--- src/sv/sgf_pkg.sv ---
// ----------------------------------------------------------------------------
// sgf_pkg
// shared types and constants of the smoothed gain follower
// ----------------------------------------------------------------------------
package sgf_pkg;

  localparam int CFG_IDX_W = 1;
  localparam logic [CFG_IDX_W-1:0] CFG_SOFTNESS = 1'b0;
  localparam logic [CFG_IDX_W-1:0] CFG_ENABLED  = 1'b1;

  localparam int QUEUE_DEPTH = 2;

  localparam int STEP_W    = 3;
  localparam int CNT_W     = 4;
  localparam int NUM_STEPS = 8;

  localparam logic [STEP_W-1:0] STEP_AMP_ENERGY = 3'd0;
  localparam logic [STEP_W-1:0] STEP_AMP_CALM   = 3'd1;
  localparam logic [STEP_W-1:0] STEP_TMP_TEMPO  = 3'd2;
  localparam logic [STEP_W-1:0] STEP_TMP_ENERGY = 3'd3;
  localparam logic [STEP_W-1:0] STEP_AMP_LEVEL  = 3'd4;
  localparam logic [STEP_W-1:0] STEP_TMP_LEVEL  = 3'd5;
  localparam logic [STEP_W-1:0] STEP_AMP_GAIN   = 3'd6;
  localparam logic [STEP_W-1:0] STEP_TMP_GAIN   = 3'd7;

  typedef enum logic [1:0] {
    ST_IDLE = 2'b01,
    ST_RUN  = 2'b10
  } back_state_e;

endpackage

--- src/sv/sgf_if.sv ---
// ----------------------------------------------------------------------------
// sgf_if
// valid/ready channels of the smoothed gain follower
// ----------------------------------------------------------------------------
interface sgf_in_if #(
  parameter int FRAC_BITS = 14
);
  logic               valid;
  logic               ready;
  logic               cmd;
  logic [FRAC_BITS:0] influence;
  logic [FRAC_BITS:0] energy;
  logic [FRAC_BITS:0] calm;
  logic [FRAC_BITS:0] tempo;
  logic [FRAC_BITS:0] consent;

  modport source (output valid, cmd, influence, energy, calm, tempo, consent, input ready);
  modport sink   (input valid, cmd, influence, energy, calm, tempo, consent, output ready);
endinterface

interface sgf_out_if #(
  parameter int FRAC_BITS = 14
);
  logic               valid;
  logic               ready;
  logic [FRAC_BITS:0] amp_gain;
  logic [FRAC_BITS:0] tempo_gain;

  modport source (output valid, amp_gain, tempo_gain, input ready);
  modport sink   (input valid, amp_gain, tempo_gain, output ready);
endinterface

--- src/sv/smoothed_gain_follower_top.sv ---
// ----------------------------------------------------------------------------
// smoothed_gain_follower_top
// smoothed amplitude and tempo gains from five Q1.F control inputs
// ----------------------------------------------------------------------------
// Input items arrive on in_i and are taken when valid and ready are both
// high; each produces exactly one gain pair on out_o, in order.
// The front classifies an item in the transfer cycle and writes it to a
// two-entry queue; ready is low only while that queue is full.
// The back runs an update item through eight products on one shared
// multiplier and takes no new item until the last product has retired
// and its gains are loaded into the output register. A reset item, or one
// that is inactive, loads unity gains and levels when the back starts it,
// without running the products.
// The result waits in an output register while out_o ready is low; the
// back holds its next item and the queue keeps accepting until full.
// Configuration is a plain write port: index 0 softness (saturated to
// 0.1..0.9), index 1 enabled; writing enabled as 0 returns both levels to 1.0.
// After reset the levels are 1.0, softness is 0.5, the block is disabled
// and the queue and output register are empty.
// ----------------------------------------------------------------------------
module smoothed_gain_follower_top #(
  parameter int FRAC_BITS = 14
) (
  input  logic                          clk_i,
  input  logic                          rst_ni,
  input  logic                          cfg_we_i,
  input  logic [sgf_pkg::CFG_IDX_W-1:0] cfg_idx_i,
  input  logic [FRAC_BITS-1:0]          cfg_wdata_i,
  sgf_in_if.sink                        in_i,
  sgf_out_if.source                     out_o
);

  localparam int W   = FRAC_BITS + 1;
  localparam int DW  = 1 + 4 * W;
  localparam int K01 = (((1 << (FRAC_BITS + 1)) / 10) + 1) >> 1;
  localparam int K05 = (((5 << (FRAC_BITS + 1)) / 10) + 1) >> 1;
  localparam int K08 = (((8 << (FRAC_BITS + 1)) / 10) + 1) >> 1;
  localparam int K09 = (((9 << (FRAC_BITS + 1)) / 10) + 1) >> 1;
  localparam int K12 = (((12 << (FRAC_BITS + 1)) / 10) + 1) >> 1;

  logic [FRAC_BITS-1:0] softness_q, softness_d;
  logic                 enabled_q;
  logic                 lvl_clr;
  logic                 q_push;
  logic                 q_full;
  logic                 q_valid;
  logic                 q_pop;
  logic [DW-1:0]        q_in_item;
  logic [DW-1:0]        q_out_item;

  always_comb begin
    softness_d = cfg_wdata_i;
    if (cfg_wdata_i < FRAC_BITS'(K01)) softness_d = FRAC_BITS'(K01);
    if (cfg_wdata_i > FRAC_BITS'(K09)) softness_d = FRAC_BITS'(K09);
  end

  assign lvl_clr = cfg_we_i && (cfg_idx_i == sgf_pkg::CFG_ENABLED) && !cfg_wdata_i[0];

  always_ff @(posedge clk_i or negedge rst_ni) begin
    if (!rst_ni) begin
      softness_q <= FRAC_BITS'(K05);
      enabled_q  <= 1'b0;
    end else if (cfg_we_i) begin
      case (cfg_idx_i)
        sgf_pkg::CFG_SOFTNESS: softness_q <= softness_d;
        sgf_pkg::CFG_ENABLED:  enabled_q  <= cfg_wdata_i[0];
        default: begin
        end
      endcase
    end
  end

  sgf_front #(
    .FRAC_BITS (FRAC_BITS)
  ) u_front (
    .in_i      (in_i),
    .enabled_i (enabled_q),
    .q_full_i  (q_full),
    .q_push_o  (q_push),
    .q_item_o  (q_in_item)
  );

  sgf_queue #(
    .DW (DW)
  ) u_queue (
    .clk_i   (clk_i),
    .rst_ni  (rst_ni),
    .push_i  (q_push),
    .item_i  (q_in_item),
    .full_o  (q_full),
    .valid_o (q_valid),
    .item_o  (q_out_item),
    .pop_i   (q_pop)
  );

  sgf_back #(
    .FRAC_BITS (FRAC_BITS)
  ) u_back (
    .clk_i      (clk_i),
    .rst_ni     (rst_ni),
    .softness_i (softness_q),
    .lvl_clr_i  (lvl_clr),
    .q_valid_i  (q_valid),
    .q_item_i   (q_out_item),
    .q_pop_o    (q_pop),
    .out_o      (out_o)
  );

`ifndef ASSERT_OFF
  a_amp_gain_range: assert property (@(posedge clk_i) disable iff (!rst_ni)
    out_o.valid |-> (out_o.amp_gain >= W'(K05)) && (out_o.amp_gain <= W'(K12)))
    else $error("amplitude gain out of range");

  a_tempo_gain_range: assert property (@(posedge clk_i) disable iff (!rst_ni)
    out_o.valid |-> (out_o.tempo_gain >= W'(K08)) && (out_o.tempo_gain <= W'(K12)))
    else $error("tempo gain out of range");

  a_softness_sat: assert property (@(posedge clk_i) disable iff (!rst_ni)
    (cfg_we_i && (cfg_idx_i == sgf_pkg::CFG_SOFTNESS)) |=>
      (softness_q >= FRAC_BITS'(K01)) && (softness_q <= FRAC_BITS'(K09)))
    else $error("softness not saturated");
`endif

endmodule

--- src/sv/sgf_front.sv ---
// ----------------------------------------------------------------------------
// sgf_front
// accepts input items, saturates the fields and marks level resets
// ----------------------------------------------------------------------------
module sgf_front #(
  parameter int FRAC_BITS = 14,
  localparam int W  = FRAC_BITS + 1,
  localparam int DW = 1 + 4 * W
) (
  sgf_in_if.sink        in_i,
  input  logic          enabled_i,
  input  logic          q_full_i,
  output logic          q_push_o,
  output logic [DW-1:0] q_item_o
);

  localparam int ONE = 1 << FRAC_BITS;
  localparam int K03 = (((3 << (FRAC_BITS + 1)) / 10) + 1) >> 1;

  logic [W-1:0] inf_sat;
  logic [W-1:0] eng_sat;
  logic [W-1:0] calm_sat;
  logic [W-1:0] tmp_sat;
  logic         is_reset;

  assign inf_sat  = (in_i.influence > W'(ONE)) ? W'(ONE) : in_i.influence;
  assign eng_sat  = (in_i.energy    > W'(ONE)) ? W'(ONE) : in_i.energy;
  assign calm_sat = (in_i.calm      > W'(ONE)) ? W'(ONE) : in_i.calm;
  assign tmp_sat  = (in_i.tempo     > W'(ONE)) ? W'(ONE) : in_i.tempo;

  // consent threshold sits below one, so the raw value compares the same
  assign is_reset = in_i.cmd || !enabled_i || (in_i.consent < W'(K03)) ||
                    (inf_sat == '0);

  assign in_i.ready = !q_full_i;
  assign q_push_o   = in_i.valid && !q_full_i;
  assign q_item_o   = {is_reset, inf_sat, eng_sat, calm_sat, tmp_sat};

endmodule

--- src/sv/sgf_queue.sv ---
// ----------------------------------------------------------------------------
// sgf_queue
// short fifo between the front and the back
// ----------------------------------------------------------------------------
module sgf_queue #(
  parameter int DW = 61
) (
  input  logic          clk_i,
  input  logic          rst_ni,
  input  logic          push_i,
  input  logic [DW-1:0] item_i,
  output logic          full_o,
  output logic          valid_o,
  output logic [DW-1:0] item_o,
  input  logic          pop_i
);

  localparam int DEPTH = sgf_pkg::QUEUE_DEPTH;
  localparam int PTR_W = $clog2(DEPTH);
  localparam int CNT_W = $clog2(DEPTH + 1);

  logic [DW-1:0]    entry_q [DEPTH];
  logic [PTR_W-1:0] wr_ptr_q, wr_ptr_d;
  logic [PTR_W-1:0] rd_ptr_q, rd_ptr_d;
  logic [CNT_W-1:0] count_q, count_d;
  logic             do_push;
  logic             do_pop;

  assign full_o  = (count_q == CNT_W'(DEPTH));
  assign valid_o = (count_q != '0);
  assign item_o  = entry_q[rd_ptr_q];
  assign do_push = push_i && !full_o;
  assign do_pop  = pop_i && valid_o;

  always_comb begin
    wr_ptr_d = do_push ? PTR_W'(wr_ptr_q + 1'b1) : wr_ptr_q;
    rd_ptr_d = do_pop  ? PTR_W'(rd_ptr_q + 1'b1) : rd_ptr_q;
    count_d  = count_q;
    if (do_push && !do_pop) begin
      count_d = CNT_W'(count_q + 1'b1);
    end else if (do_pop && !do_push) begin
      count_d = CNT_W'(count_q - 1'b1);
    end
  end

  always_ff @(posedge clk_i or negedge rst_ni) begin
    if (!rst_ni) begin
      wr_ptr_q <= '0;
      rd_ptr_q <= '0;
      count_q  <= '0;
    end else begin
      wr_ptr_q <= wr_ptr_d;
      rd_ptr_q <= rd_ptr_d;
      count_q  <= count_d;
    end
  end

  always_ff @(posedge clk_i) begin
    if (do_push) begin
      entry_q[wr_ptr_q] <= item_i;
    end
  end

endmodule

--- src/sv/sgf_back.sv ---
// ----------------------------------------------------------------------------
// sgf_back
// smoothing sequencer on one shared rounding multiplier
// ----------------------------------------------------------------------------
module sgf_back #(
  parameter int FRAC_BITS = 14,
  localparam int W  = FRAC_BITS + 1,
  localparam int DW = 1 + 4 * W
) (
  input  logic                 clk_i,
  input  logic                 rst_ni,
  input  logic [FRAC_BITS-1:0] softness_i,
  input  logic                 lvl_clr_i,
  input  logic                 q_valid_i,
  input  logic [DW-1:0]        q_item_i,
  output logic                 q_pop_o,
  sgf_out_if.source            out_o
);

  localparam int SW = FRAC_BITS + 4;
  localparam int MW = FRAC_BITS + 3;
  localparam int PW = 2 * MW;

  localparam int ONE  = 1 << FRAC_BITS;
  localparam int HALF = 1 << (FRAC_BITS - 1);
  localparam int K02  = (((2 << (FRAC_BITS + 1)) / 10) + 1) >> 1;
  localparam int K03  = (((3 << (FRAC_BITS + 1)) / 10) + 1) >> 1;
  localparam int K04  = (((4 << (FRAC_BITS + 1)) / 10) + 1) >> 1;
  localparam int K05  = (((5 << (FRAC_BITS + 1)) / 10) + 1) >> 1;
  localparam int K06  = (((6 << (FRAC_BITS + 1)) / 10) + 1) >> 1;
  localparam int K08  = (((8 << (FRAC_BITS + 1)) / 10) + 1) >> 1;
  localparam int K12  = (((12 << (FRAC_BITS + 1)) / 10) + 1) >> 1;

  localparam logic signed [SW-1:0] C_ONE = SW'(ONE);
  localparam logic signed [SW-1:0] C_K05 = SW'(K05);
  localparam logic signed [SW-1:0] C_K08 = SW'(K08);
  localparam logic signed [SW-1:0] C_K12 = SW'(K12);
  localparam logic signed [PW-1:0] C_RND_POS = PW'(HALF);
  localparam logic signed [PW-1:0] C_RND_NEG = PW'(HALF - 1);

  function automatic logic signed [SW-1:0] clamp_s(input logic signed [SW-1:0] v,
                                                    input logic signed [SW-1:0] lo,
                                                    input logic signed [SW-1:0] hi);
    logic signed [SW-1:0] r;
    r = v;
    if (v < lo) r = lo;
    if (v > hi) r = hi;
    return r;
  endfunction

  sgf_pkg::back_state_e state_q;

  logic [sgf_pkg::CNT_W-1:0]  cnt_q;
  logic [sgf_pkg::STEP_W-1:0] step;
  logic [sgf_pkg::STEP_W-1:0] tag;
  logic                       out_valid_q;
  logic                       out_load;
  logic                       start;
  logic                       item_rst;
  logic                       issue;
  logic                       retire;

  logic [W-1:0] inf_q, eng_q, calm_q, tmp_q;
  logic [W-1:0] amp_gain_q, tmp_gain_q;

  logic signed [SW-1:0] amp_lvl_q, tmp_lvl_q;
  logic signed [SW-1:0] amp_t_q, tmp_t_q;
  logic signed [SW-1:0] inf_s, eng_s, calm_s, tmp_s, soft_s;
  logic signed [MW-1:0] op_a, op_b;
  logic signed [PW-1:0] prod_d, prod_q;
  logic signed [PW-1:0] rsum, rsh;
  logic signed [SW-1:0] rnd;
  logic signed [SW-1:0] amp_lvl_upd, tmp_lvl_upd, amp_gain_upd, tmp_gain_upd;

  assign item_rst = q_item_i[DW-1];
  assign start    = (state_q == sgf_pkg::ST_IDLE) && q_valid_i &&
                    (!out_valid_q || out_o.ready);
  assign q_pop_o  = start;

  assign step   = cnt_q[sgf_pkg::STEP_W-1:0];
  assign tag    = sgf_pkg::STEP_W'(cnt_q - 1'b1);
  assign issue  = (state_q == sgf_pkg::ST_RUN) && (cnt_q != sgf_pkg::CNT_W'(sgf_pkg::NUM_STEPS));
  assign retire = (state_q == sgf_pkg::ST_RUN) && (cnt_q != '0);

  assign out_load = (start && item_rst) || ((state_q == sgf_pkg::ST_RUN) && !issue);

  assign inf_s  = signed'(SW'(inf_q));
  assign eng_s  = signed'(SW'(eng_q));
  assign calm_s = signed'(SW'(calm_q));
  assign tmp_s  = signed'(SW'(tmp_q));
  assign soft_s = signed'(SW'(softness_i));

  always_comb begin
    op_a = '0;
    op_b = '0;
    case (step)
      sgf_pkg::STEP_AMP_ENERGY: begin
        op_a = MW'(eng_s - C_K05);
        op_b = MW'(K06);
      end
      sgf_pkg::STEP_AMP_CALM: begin
        op_a = MW'(calm_s - C_K05);
        op_b = MW'(K04);
      end
      sgf_pkg::STEP_TMP_TEMPO: begin
        op_a = MW'(tmp_s - C_K05);
        op_b = MW'(K03);
      end
      sgf_pkg::STEP_TMP_ENERGY: begin
        op_a = MW'(eng_s - C_K05);
        op_b = MW'(K02);
      end
      sgf_pkg::STEP_AMP_LEVEL: begin
        op_a = MW'(soft_s);
        op_b = MW'(amp_t_q - amp_lvl_q);
      end
      sgf_pkg::STEP_TMP_LEVEL: begin
        op_a = MW'(soft_s);
        op_b = MW'(tmp_t_q - tmp_lvl_q);
      end
      sgf_pkg::STEP_AMP_GAIN: begin
        op_a = MW'(amp_lvl_q - C_ONE);
        op_b = MW'(inf_s);
      end
      sgf_pkg::STEP_TMP_GAIN: begin
        op_a = MW'(tmp_lvl_q - C_ONE);
        op_b = MW'(inf_s);
      end
      default: begin
        op_a = '0;
        op_b = '0;
      end
    endcase
  end

  assign prod_d = op_a * op_b;

  // round half away from zero on the registered product
  assign rsum = prod_q + (prod_q[PW-1] ? C_RND_NEG : C_RND_POS);
  assign rsh  = rsum >>> FRAC_BITS;
  assign rnd  = signed'(rsh[SW-1:0]);

  assign amp_lvl_upd  = clamp_s(amp_lvl_q + rnd, C_K05, C_K12);
  assign tmp_lvl_upd  = clamp_s(tmp_lvl_q + rnd, C_K08, C_K12);
  assign amp_gain_upd = clamp_s(C_ONE + rnd, C_K05, C_K12);
  assign tmp_gain_upd = clamp_s(C_ONE + rnd, C_K08, C_K12);

  always_ff @(posedge clk_i or negedge rst_ni) begin
    if (!rst_ni) begin
      state_q     <= sgf_pkg::ST_IDLE;
      cnt_q       <= '0;
      out_valid_q <= 1'b0;
      amp_lvl_q   <= C_ONE;
      tmp_lvl_q   <= C_ONE;
    end else begin
      if (out_load) begin
        out_valid_q <= 1'b1;
      end else if (out_valid_q && out_o.ready) begin
        out_valid_q <= 1'b0;
      end
      if (lvl_clr_i) begin
        amp_lvl_q <= C_ONE;
        tmp_lvl_q <= C_ONE;
      end
      case (state_q)
        sgf_pkg::ST_IDLE: begin
          if (start) begin
            if (item_rst) begin
              amp_lvl_q <= C_ONE;
              tmp_lvl_q <= C_ONE;
            end else begin
              state_q <= sgf_pkg::ST_RUN;
              cnt_q   <= '0;
            end
          end
        end
        sgf_pkg::ST_RUN: begin
          if (retire && (tag == sgf_pkg::STEP_AMP_LEVEL)) begin
            amp_lvl_q <= amp_lvl_upd;
          end
          if (retire && (tag == sgf_pkg::STEP_TMP_LEVEL)) begin
            tmp_lvl_q <= tmp_lvl_upd;
          end
          if (!issue) begin
            state_q <= sgf_pkg::ST_IDLE;
          end
          cnt_q <= sgf_pkg::CNT_W'(cnt_q + 1'b1);
        end
        default: begin
          state_q <= sgf_pkg::ST_IDLE;
        end
      endcase
    end
  end

  always_ff @(posedge clk_i) begin
    if (start) begin
      inf_q  <= q_item_i[4*W-1:3*W];
      eng_q  <= q_item_i[3*W-1:2*W];
      calm_q <= q_item_i[2*W-1:W];
      tmp_q  <= q_item_i[W-1:0];
      if (item_rst) begin
        amp_gain_q <= W'(ONE);
        tmp_gain_q <= W'(ONE);
      end
    end
    if (issue) begin
      prod_q <= prod_d;
    end
    if (retire) begin
      case (tag)
        sgf_pkg::STEP_AMP_ENERGY: amp_t_q    <= C_ONE + rnd;
        sgf_pkg::STEP_AMP_CALM:   amp_t_q    <= amp_t_q - rnd;
        sgf_pkg::STEP_TMP_TEMPO:  tmp_t_q    <= C_ONE + rnd;
        sgf_pkg::STEP_TMP_ENERGY: tmp_t_q    <= tmp_t_q - rnd;
        sgf_pkg::STEP_AMP_GAIN:   amp_gain_q <= amp_gain_upd[W-1:0];
        sgf_pkg::STEP_TMP_GAIN:   tmp_gain_q <= tmp_gain_upd[W-1:0];
        default: begin
        end
      endcase
    end
  end

  assign out_o.valid      = out_valid_q;
  assign out_o.amp_gain   = amp_gain_q;
  assign out_o.tempo_gain = tmp_gain_q;

endmodule
--- src/flat_wrapper.sv ---
// flat-port wrapper written by rule: the top's interface ports become plain ports
module smoothed_gain_follower_top_flat 
#(
  parameter int FRAC_BITS = 14
)
  (clk_i, rst_ni, cfg_we_i, cfg_idx_i, cfg_wdata_i, in_i_valid, in_i_cmd, in_i_influence, in_i_energy, in_i_calm, in_i_tempo, in_i_consent, in_i_ready, out_o_valid, out_o_amp_gain, out_o_tempo_gain, out_o_ready);
  sgf_in_if #(.FRAC_BITS(FRAC_BITS)) in_i_i ();
  sgf_out_if #(.FRAC_BITS(FRAC_BITS)) out_o_i ();
  input  logic clk_i;
  input  logic rst_ni;
  input  logic cfg_we_i;
  input  logic [sgf_pkg::CFG_IDX_W-1:0] cfg_idx_i;
  input  logic [FRAC_BITS-1:0] cfg_wdata_i;
  input wire logic [$bits(in_i_i.valid)-1:0] in_i_valid;
  input wire logic [$bits(in_i_i.cmd)-1:0] in_i_cmd;
  input wire logic [$bits(in_i_i.influence)-1:0] in_i_influence;
  input wire logic [$bits(in_i_i.energy)-1:0] in_i_energy;
  input wire logic [$bits(in_i_i.calm)-1:0] in_i_calm;
  input wire logic [$bits(in_i_i.tempo)-1:0] in_i_tempo;
  input wire logic [$bits(in_i_i.consent)-1:0] in_i_consent;
  output wire logic [$bits(in_i_i.ready)-1:0] in_i_ready;
  output wire logic [$bits(out_o_i.valid)-1:0] out_o_valid;
  output wire logic [$bits(out_o_i.amp_gain)-1:0] out_o_amp_gain;
  output wire logic [$bits(out_o_i.tempo_gain)-1:0] out_o_tempo_gain;
  input wire logic [$bits(out_o_i.ready)-1:0] out_o_ready;
  assign in_i_i.valid = in_i_valid;
  assign in_i_i.cmd = in_i_cmd;
  assign in_i_i.influence = in_i_influence;
  assign in_i_i.energy = in_i_energy;
  assign in_i_i.calm = in_i_calm;
  assign in_i_i.tempo = in_i_tempo;
  assign in_i_i.consent = in_i_consent;
  assign in_i_ready = in_i_i.ready;
  assign out_o_valid = out_o_i.valid;
  assign out_o_amp_gain = out_o_i.amp_gain;
  assign out_o_tempo_gain = out_o_i.tempo_gain;
  assign out_o_i.ready = out_o_ready;
  smoothed_gain_follower_top #(.FRAC_BITS(FRAC_BITS)) u_core (.clk_i(clk_i), .rst_ni(rst_ni), .cfg_we_i(cfg_we_i), .cfg_idx_i(cfg_idx_i), .cfg_wdata_i(cfg_wdata_i), .in_i(in_i_i), .out_o(out_o_i));
endmodule
--- config.mk ---
export PLATFORM = sky130hd
export DESIGN_NAME = smoothed_gain_follower_top_flat
export DESIGN_NICKNAME = d
export VERILOG_FILES = /design/src/sv/sgf_pkg.sv /design/src/sv/sgf_if.sv /design/src/sv/smoothed_gain_follower_top.sv /design/src/sv/sgf_front.sv /design/src/sv/sgf_queue.sv /design/src/sv/sgf_back.sv /design/src/flat_wrapper.sv
export SDC_FILE = /design/constraint.sdc
export NUM_CORES = 2
export LEC_CHECK = 0
export ABC_AREA = 1
export BUFFER_PORTS_ARGS = -buffer_cell sky130_fd_sc_hd__buf_2
export CAP_MARGIN = 20
export CORE_MARGIN = 2
export CORE_UTILIZATION = 39
export CTS_BUF_LIST = sky130_fd_sc_hd__clkbuf_4 sky130_fd_sc_hd__clkbuf_8
export DETAILED_ROUTE_END_ITERATION = 12
export PLACE_DENSITY_LB_ADDON = 0.1
export SYNTH_ARGS = -nofsm -noshare
export SYNTH_HDL_FRONTEND = slang
export SYNTH_SLANG_ARGS = --single-unit
--- constraint.sdc ---
create_clock -name clk_i -period 9.1 [get_ports clk_i]
set_input_delay 0.91 -clock clk_i [delete_from_list [all_inputs] [get_ports clk_i]]
set_output_delay 0.91 -clock clk_i [all_outputs]
set_load 0.005 [all_outputs]
Word level (Yosys, flattened, before mapping):

Memories as Yosys holds them, arrays and structs flattened.
Cells that the tools add are included.

* memory bits (writable): 122
* input bits: 96
* flip-flop bits (word level): 222
* memories: 1
* output and inout bits: 32

* $lt $le $gt $ge: 14
* bitwise gates (word level): 1
* equal/unequal tests: 21
* reduce and logical (&&, ||, !) cells: 47
* mux-type cells: 50
* add/subtract/negate cells: 19
* multipliers: 1

Memory list
* u_core.u_queue.entry_q: words 2, width 61, read ports 1, clocked after memory_dff 0, wr ports 1, line sgf_queue.sv:22 `logic [DW-1:0] entry_q [DEPTH];`

Operators by type and width (number)
* $mux 15: 16
* $mux 18: 12
* $pmux 18 s2: 4
* $pmux 17 s7: 1
* $pmux 17 s6: 1
* $lt 18x15->1 const B: 4
* $gt 15x15->1 const B: 4
* $gt 18x16->1 const B: 3
* $sub 15x14->16 const B: 3
* $mux 14: 3
* $add 18x18->18: 2
* $sub 18x18->18: 2
* $mul 17x17->34: 1
* $sub 17x16->17 const B: 2
* $sub 17x17->17: 2
* $add 32x15->32: 1
* $eq 3x3->1 const B: 8
* $add 16x18->18 const A: 1
* $logic_and 1x1->1: 16
* $logic_not 15->1: 1
* $lt 15x13->1 const B: 1
* $gt 14x14->1 const B: 1
* $lt 14x11->1 const B: 1
* $eq 3x2->1 const B: 4
* other kinds (24): 59

Depth between registers and ports, before layout:

* depth after elaboration: 8
* mapped depth: 42

By module:

A second synthesis with hierarchy kept.

* cells, all modules: 4032
* area, all modules: 32804.0 um^2

Modules (own cells, without submodules)
* sgf_back: area an instance 26337.8 um^2, cells an instance 3385, instances 1
* sgf_queue: area an instance 4712.0 um^2, cells an instance 350, instances 1
* sgf_front: area an instance 893.4 um^2, cells an instance 170, instances 1
* smoothed_gain_follower_top: area an instance 860.8 um^2, cells an instance 127, instances 1

Worst setup path after synthesis:

Ideal clock, no wire load.

* path kind: reg-to-reg
* from: register u_core.u_back.cnt_q[0] in the netlist's numbering
* to: register u_core.u_back.prod_q[30], data pin
* data required time: 8.842 ns
* slack: 1.364 ns
* buffers on the path: 0
* cell stages (with the launch flop): 35
* library setup time: 0.258 ns
* period minus slack after synthesis: 7.736 ns
* arrival time: 7.478 ns
* path through: dfrtp_1 inv_1 ha_1 ha_1 nor2_1 inv_1 nor3_2 inv_1 nand3_1 inv_1 a21oi_4 clkinv_1 nor2_1 inv_1 fa_1 inv_1 fa_1 fa_1 fa_1 fa_1 inv_1 fa_1 inv_1 ha_1 nand2_1 nor4_1 nand2_1 o211ai_1 nand3_1 nand2_1 nand2_1 inv_1 o21ai_0 nand2_1 xor2_1

* word-level cells in the longest chain between the ends: 4
* elaborated cells on any way between the ends: 14
* classes of those cells: 1 x mul; 7 x eq/ne; 2 x mux; 4 x reduce/logical

Ends and longest elaborated chain
* start, declared: line sgf_back.sv:53 `logic [sgf_pkg::CNT_W-1:0] cnt_q;`
* start signal, assigned: line sgf_back.sv:187 `cnt_q <= sgf_pkg::CNT_W'(cnt_q + 1'b1);`
* $eq 3x3->1, or another cell as far along: line sgf_back.sv:96 `case (step)`
* $reduce_or 2->1 (no source line)
* $pmux 17 s7 or $pmux 17 s6 (tied branches): line sgf_back.sv:96
* $mul 17x17->34 *: line sgf_back.sv:136 `assign prod_d = op_a * op_b;`
* named net u_core.u_back.prod_d[30]: line sgf_back.sv:70 `logic signed [PW-1:0] prod_d, prod_q;`
* end signal, assigned: line sgf_back.sv:208 `prod_q <= prod_d;`
* end, declared: line sgf_back.sv:70

Mark *: on every way through the listed nets, which the timed path passes. The rest lies on a longest branch.
A chain may end at the register's enable or synchronous reset.

Worst setup path in the final report:

* from: register u_core.u_back.cnt_q[0] in the netlist's numbering
* to: register u_core.u_back.prod_q[24], data pin

The elaborated chain is that of the path after synthesis.

==> metrics.cfg <==
[sta]
post-route-period-util = 0.9370
holdWs_ps = 416.4
finClkSkew_ps = 85.17
setup_violations = 0
rsz0062_at_grt = false
fmax_ghz = 0.1173
hold_violations = 0
worstMarginPinSlew_ps = 1107
worst_slack_ps = 573.5
layout_min_cycle_time_ps = 8526
slew_viol_final = 0
tns_ps = 0
maxSlewHeadroom = 0.2615

[routing]
drtIter0Drc = 2047
wl_um = 97520
viasPerCell = 5.011
avgRoutedWirePerCell_um = 18.50
vias = 26412
drc = 0
ant_nets = 0
drt-pass1-iter-count = 6

[floorplanning]
dieArea_um2 = 84870
fp.dieW_um = 291.3
start_util = 0.3934
fp.dieH_um = 291.3
core_area_um2 = 81850
core.rowCount = 105
io_pins = 128

[cells_and_area]
area_delta_synth_final_pct = 10.90
final_common_cell = nand2_1
drive_gt1_frac = 0.09383
final_cell_mix = 969 x nand2_1, 743 x inv_1, 391 x nor2_1
fin_nets = 4763
multi_input_area_um2 = 19350
fill_cells = 8323
seqCellArea_um2 = 9635

[clock_network]
clockBufferDepth = 3
cts_buffers = 61
holdBufCountCts = 0
clk_latency_ps = 720
htree_levels = 2
clkSinkCount = 341
clkTransAtPathRegs_ps = 60
root_buffer = clkbuf_8
cts_tree = yes

[grt]
antenna_found_initial = 1
overflow = 0
grt_pass1_wl_um = 152900
track_usage = 0.2333
grt_start_max_net_pins = 64
grt_pass1_vias = 26389

[synthesis]
ys_seq_elements = 341
synth_edf_count = 249
synth_area_leaders = edfxtp_1 23%, fa_1 19%, nand2_1 11%
ys_types = 66
async_flop_share = 0.1818
yosys_warnings = 0
synth-seq-area-share = 0.2992
synthesis.nets = 4593
synth_flop_cell = edfxtp_1
synth_cells = 3976
avgSynthCellArea_um2 = 8.098
yosysTopAreaCell = edfxtp_1
synth_top_cell_area_share = 0.2322
synth_area_um2 = 32200

[setup_path]
crit_path_max_incr_delay_ps = 550
crit_fanout = 16
cp-start-kind = register
cp_data_arrival_time_ps = 8890
worstSetupEndpointType = register
rr_worst_depth = 32
worstSetupPathType = register to register
cp.required_ps = 9470
crit_path_top_delay_cell = fa_1

[flow_run]
maxCapViolCount = 0

[placement]
hpwlAfterDp_um = 78150
port_buffers = 127
pre_cts_ws_ps = 251.6
place_congestion = 0.9071

[hold_path]
hp-class = input port to asynchronous set/reset pin

[status]
status = completed

worst paths after layout:
| kind | from | endpoint | slack, ps |
|---|---|---|---|
| worst max-delay path | u_core.u_back.cnt_q[0]$_DFFE_PN0P_ | u_core.u_back.prod_q[24]$_DFFE_PP_ | 570 |
| worst min-delay path | rst_ni | u_core.softness_q[0]$_DFFE_PN0P_ | 420 |
| worst max register to register | u_core.u_back.cnt_q[0]$_DFFE_PN0P_ | u_core.u_back.prod_q[24]$_DFFE_PP_ | 570 |
| worst min register to register | u_core.u_back.out_o.amp_gain[7]$_DFF_P_ | u_core.u_back.out_o.amp_gain[7]$_DFF_P_ | 470 |
| max in group asynchronous | rst_ni | u_core.u_queue.rd_ptr_q$_DFFE_PN0P_ | 8080 |
| min in group clk_i | in_i_tempo[14] | u_core.u_queue.entry_q[0][14]$_DFFE_PP_ | 420 |
registers in the layout, indices dropped and copies added, names as in the netlist, 17 cells and up:
signal / flops
u_core.u_queue.entry_q: 122
u_core.u_back.prod_q: 33
u_core.u_back.amp_lvl_q: 18
u_core.u_back.tmp_lvl_q: 18
u_core.u_back.amp_t_q: 17
u_core.u_back.tmp_t_q: 17
layout make-up:
type / instances / area share
clock buffers: 100 / 0.03329
well taps: 1070 / 0.03749
repair buffers: 200 / 0.03315
inverters: 765 / 0.08059
multi-input cells: 2777 / 0.5419
diodes: 2 / 0.0001402
flip-flops and latches: 341 / 0.2698
clock inverters: 16 / 0.003644
cell usage after synthesis (9+ instances only):
cell type	count
fa_1	302
dfxtp_1	30
o21a_1	15
o21bai_1	17
o211ai_1	14
inv_2	10
nor2_1	396
nand2_1	969
clkbuf_1	77
nand3_1	188
o2111ai_1	10
nand4_1	24
ha_1	219
buf_2	9
edfxtp_1	249
inv_1	746
o22ai_1	33
nor3_1	37
xor2_1	34
xnor2_1	34
o21ai_0	139
a21oi_1	194
nand3b_1	10
dfrtp_1	58
nand2_2	17
o21ai_1	15
a31oi_1	11
nor4_1	12
a221oi_1	15
stage by stage:
stage / std cells / util / area [µm²]
after floorplan: 3976 / - / 32200
after global placement: 5149 / 0.4196 / 34340
after detailed placement: 5149 / 0.4196 / 34340
after CTS: 5265 / 0.4357 / 35660
after global routing: 5271 / 0.4363 / 35710
final: 5271 / 0.4363 / 35710
layer usage:
layer  global-route usage  part of all wire
met4              0.05846             0.025
met1               0.3265              0.46
met3              0.02420             0.049
met2               0.3876              0.46
met5                    0                 0
cell families (layout without fill, tap and decap cells):
logic type / count (synthesis) / count (layout) / synth area share
xor gates and xnor gates: 71 / 71 / 0.02001
muxes: 1 / 1 / 0.0003109
AOI/OAI and AO/OA: 505 / 505 / 0.09167
other: 0 / 2 / 0
buffers and inverters: 858 / 1081 / 0.1016
and+or+nand+nor: 1679 / 1679 / 0.2143
DFF: 341 / 341 / 0.2992
adders and majority gates: 521 / 521 / 0.2729
critical path: cells and delay by family, from the launching register on:
kind | cells | cell delay, ps
buf+inv | 8 | 1090
xor+xnor | 1 | 460
simple gates | 4 | 730
flops | 1 | 420
compound gates | 10 | 1990
fa+ha+maj | 9 | 3500
timing repair:
action                     4_1_cts  5_1_grt
buffers inserted                 0        3
gates resized for setup          0        7
setup endpoints to repair        0       14
Power is not shown: default switching activity piles up to over one toggle a cycle in this logic, so the estimate is an artifact.
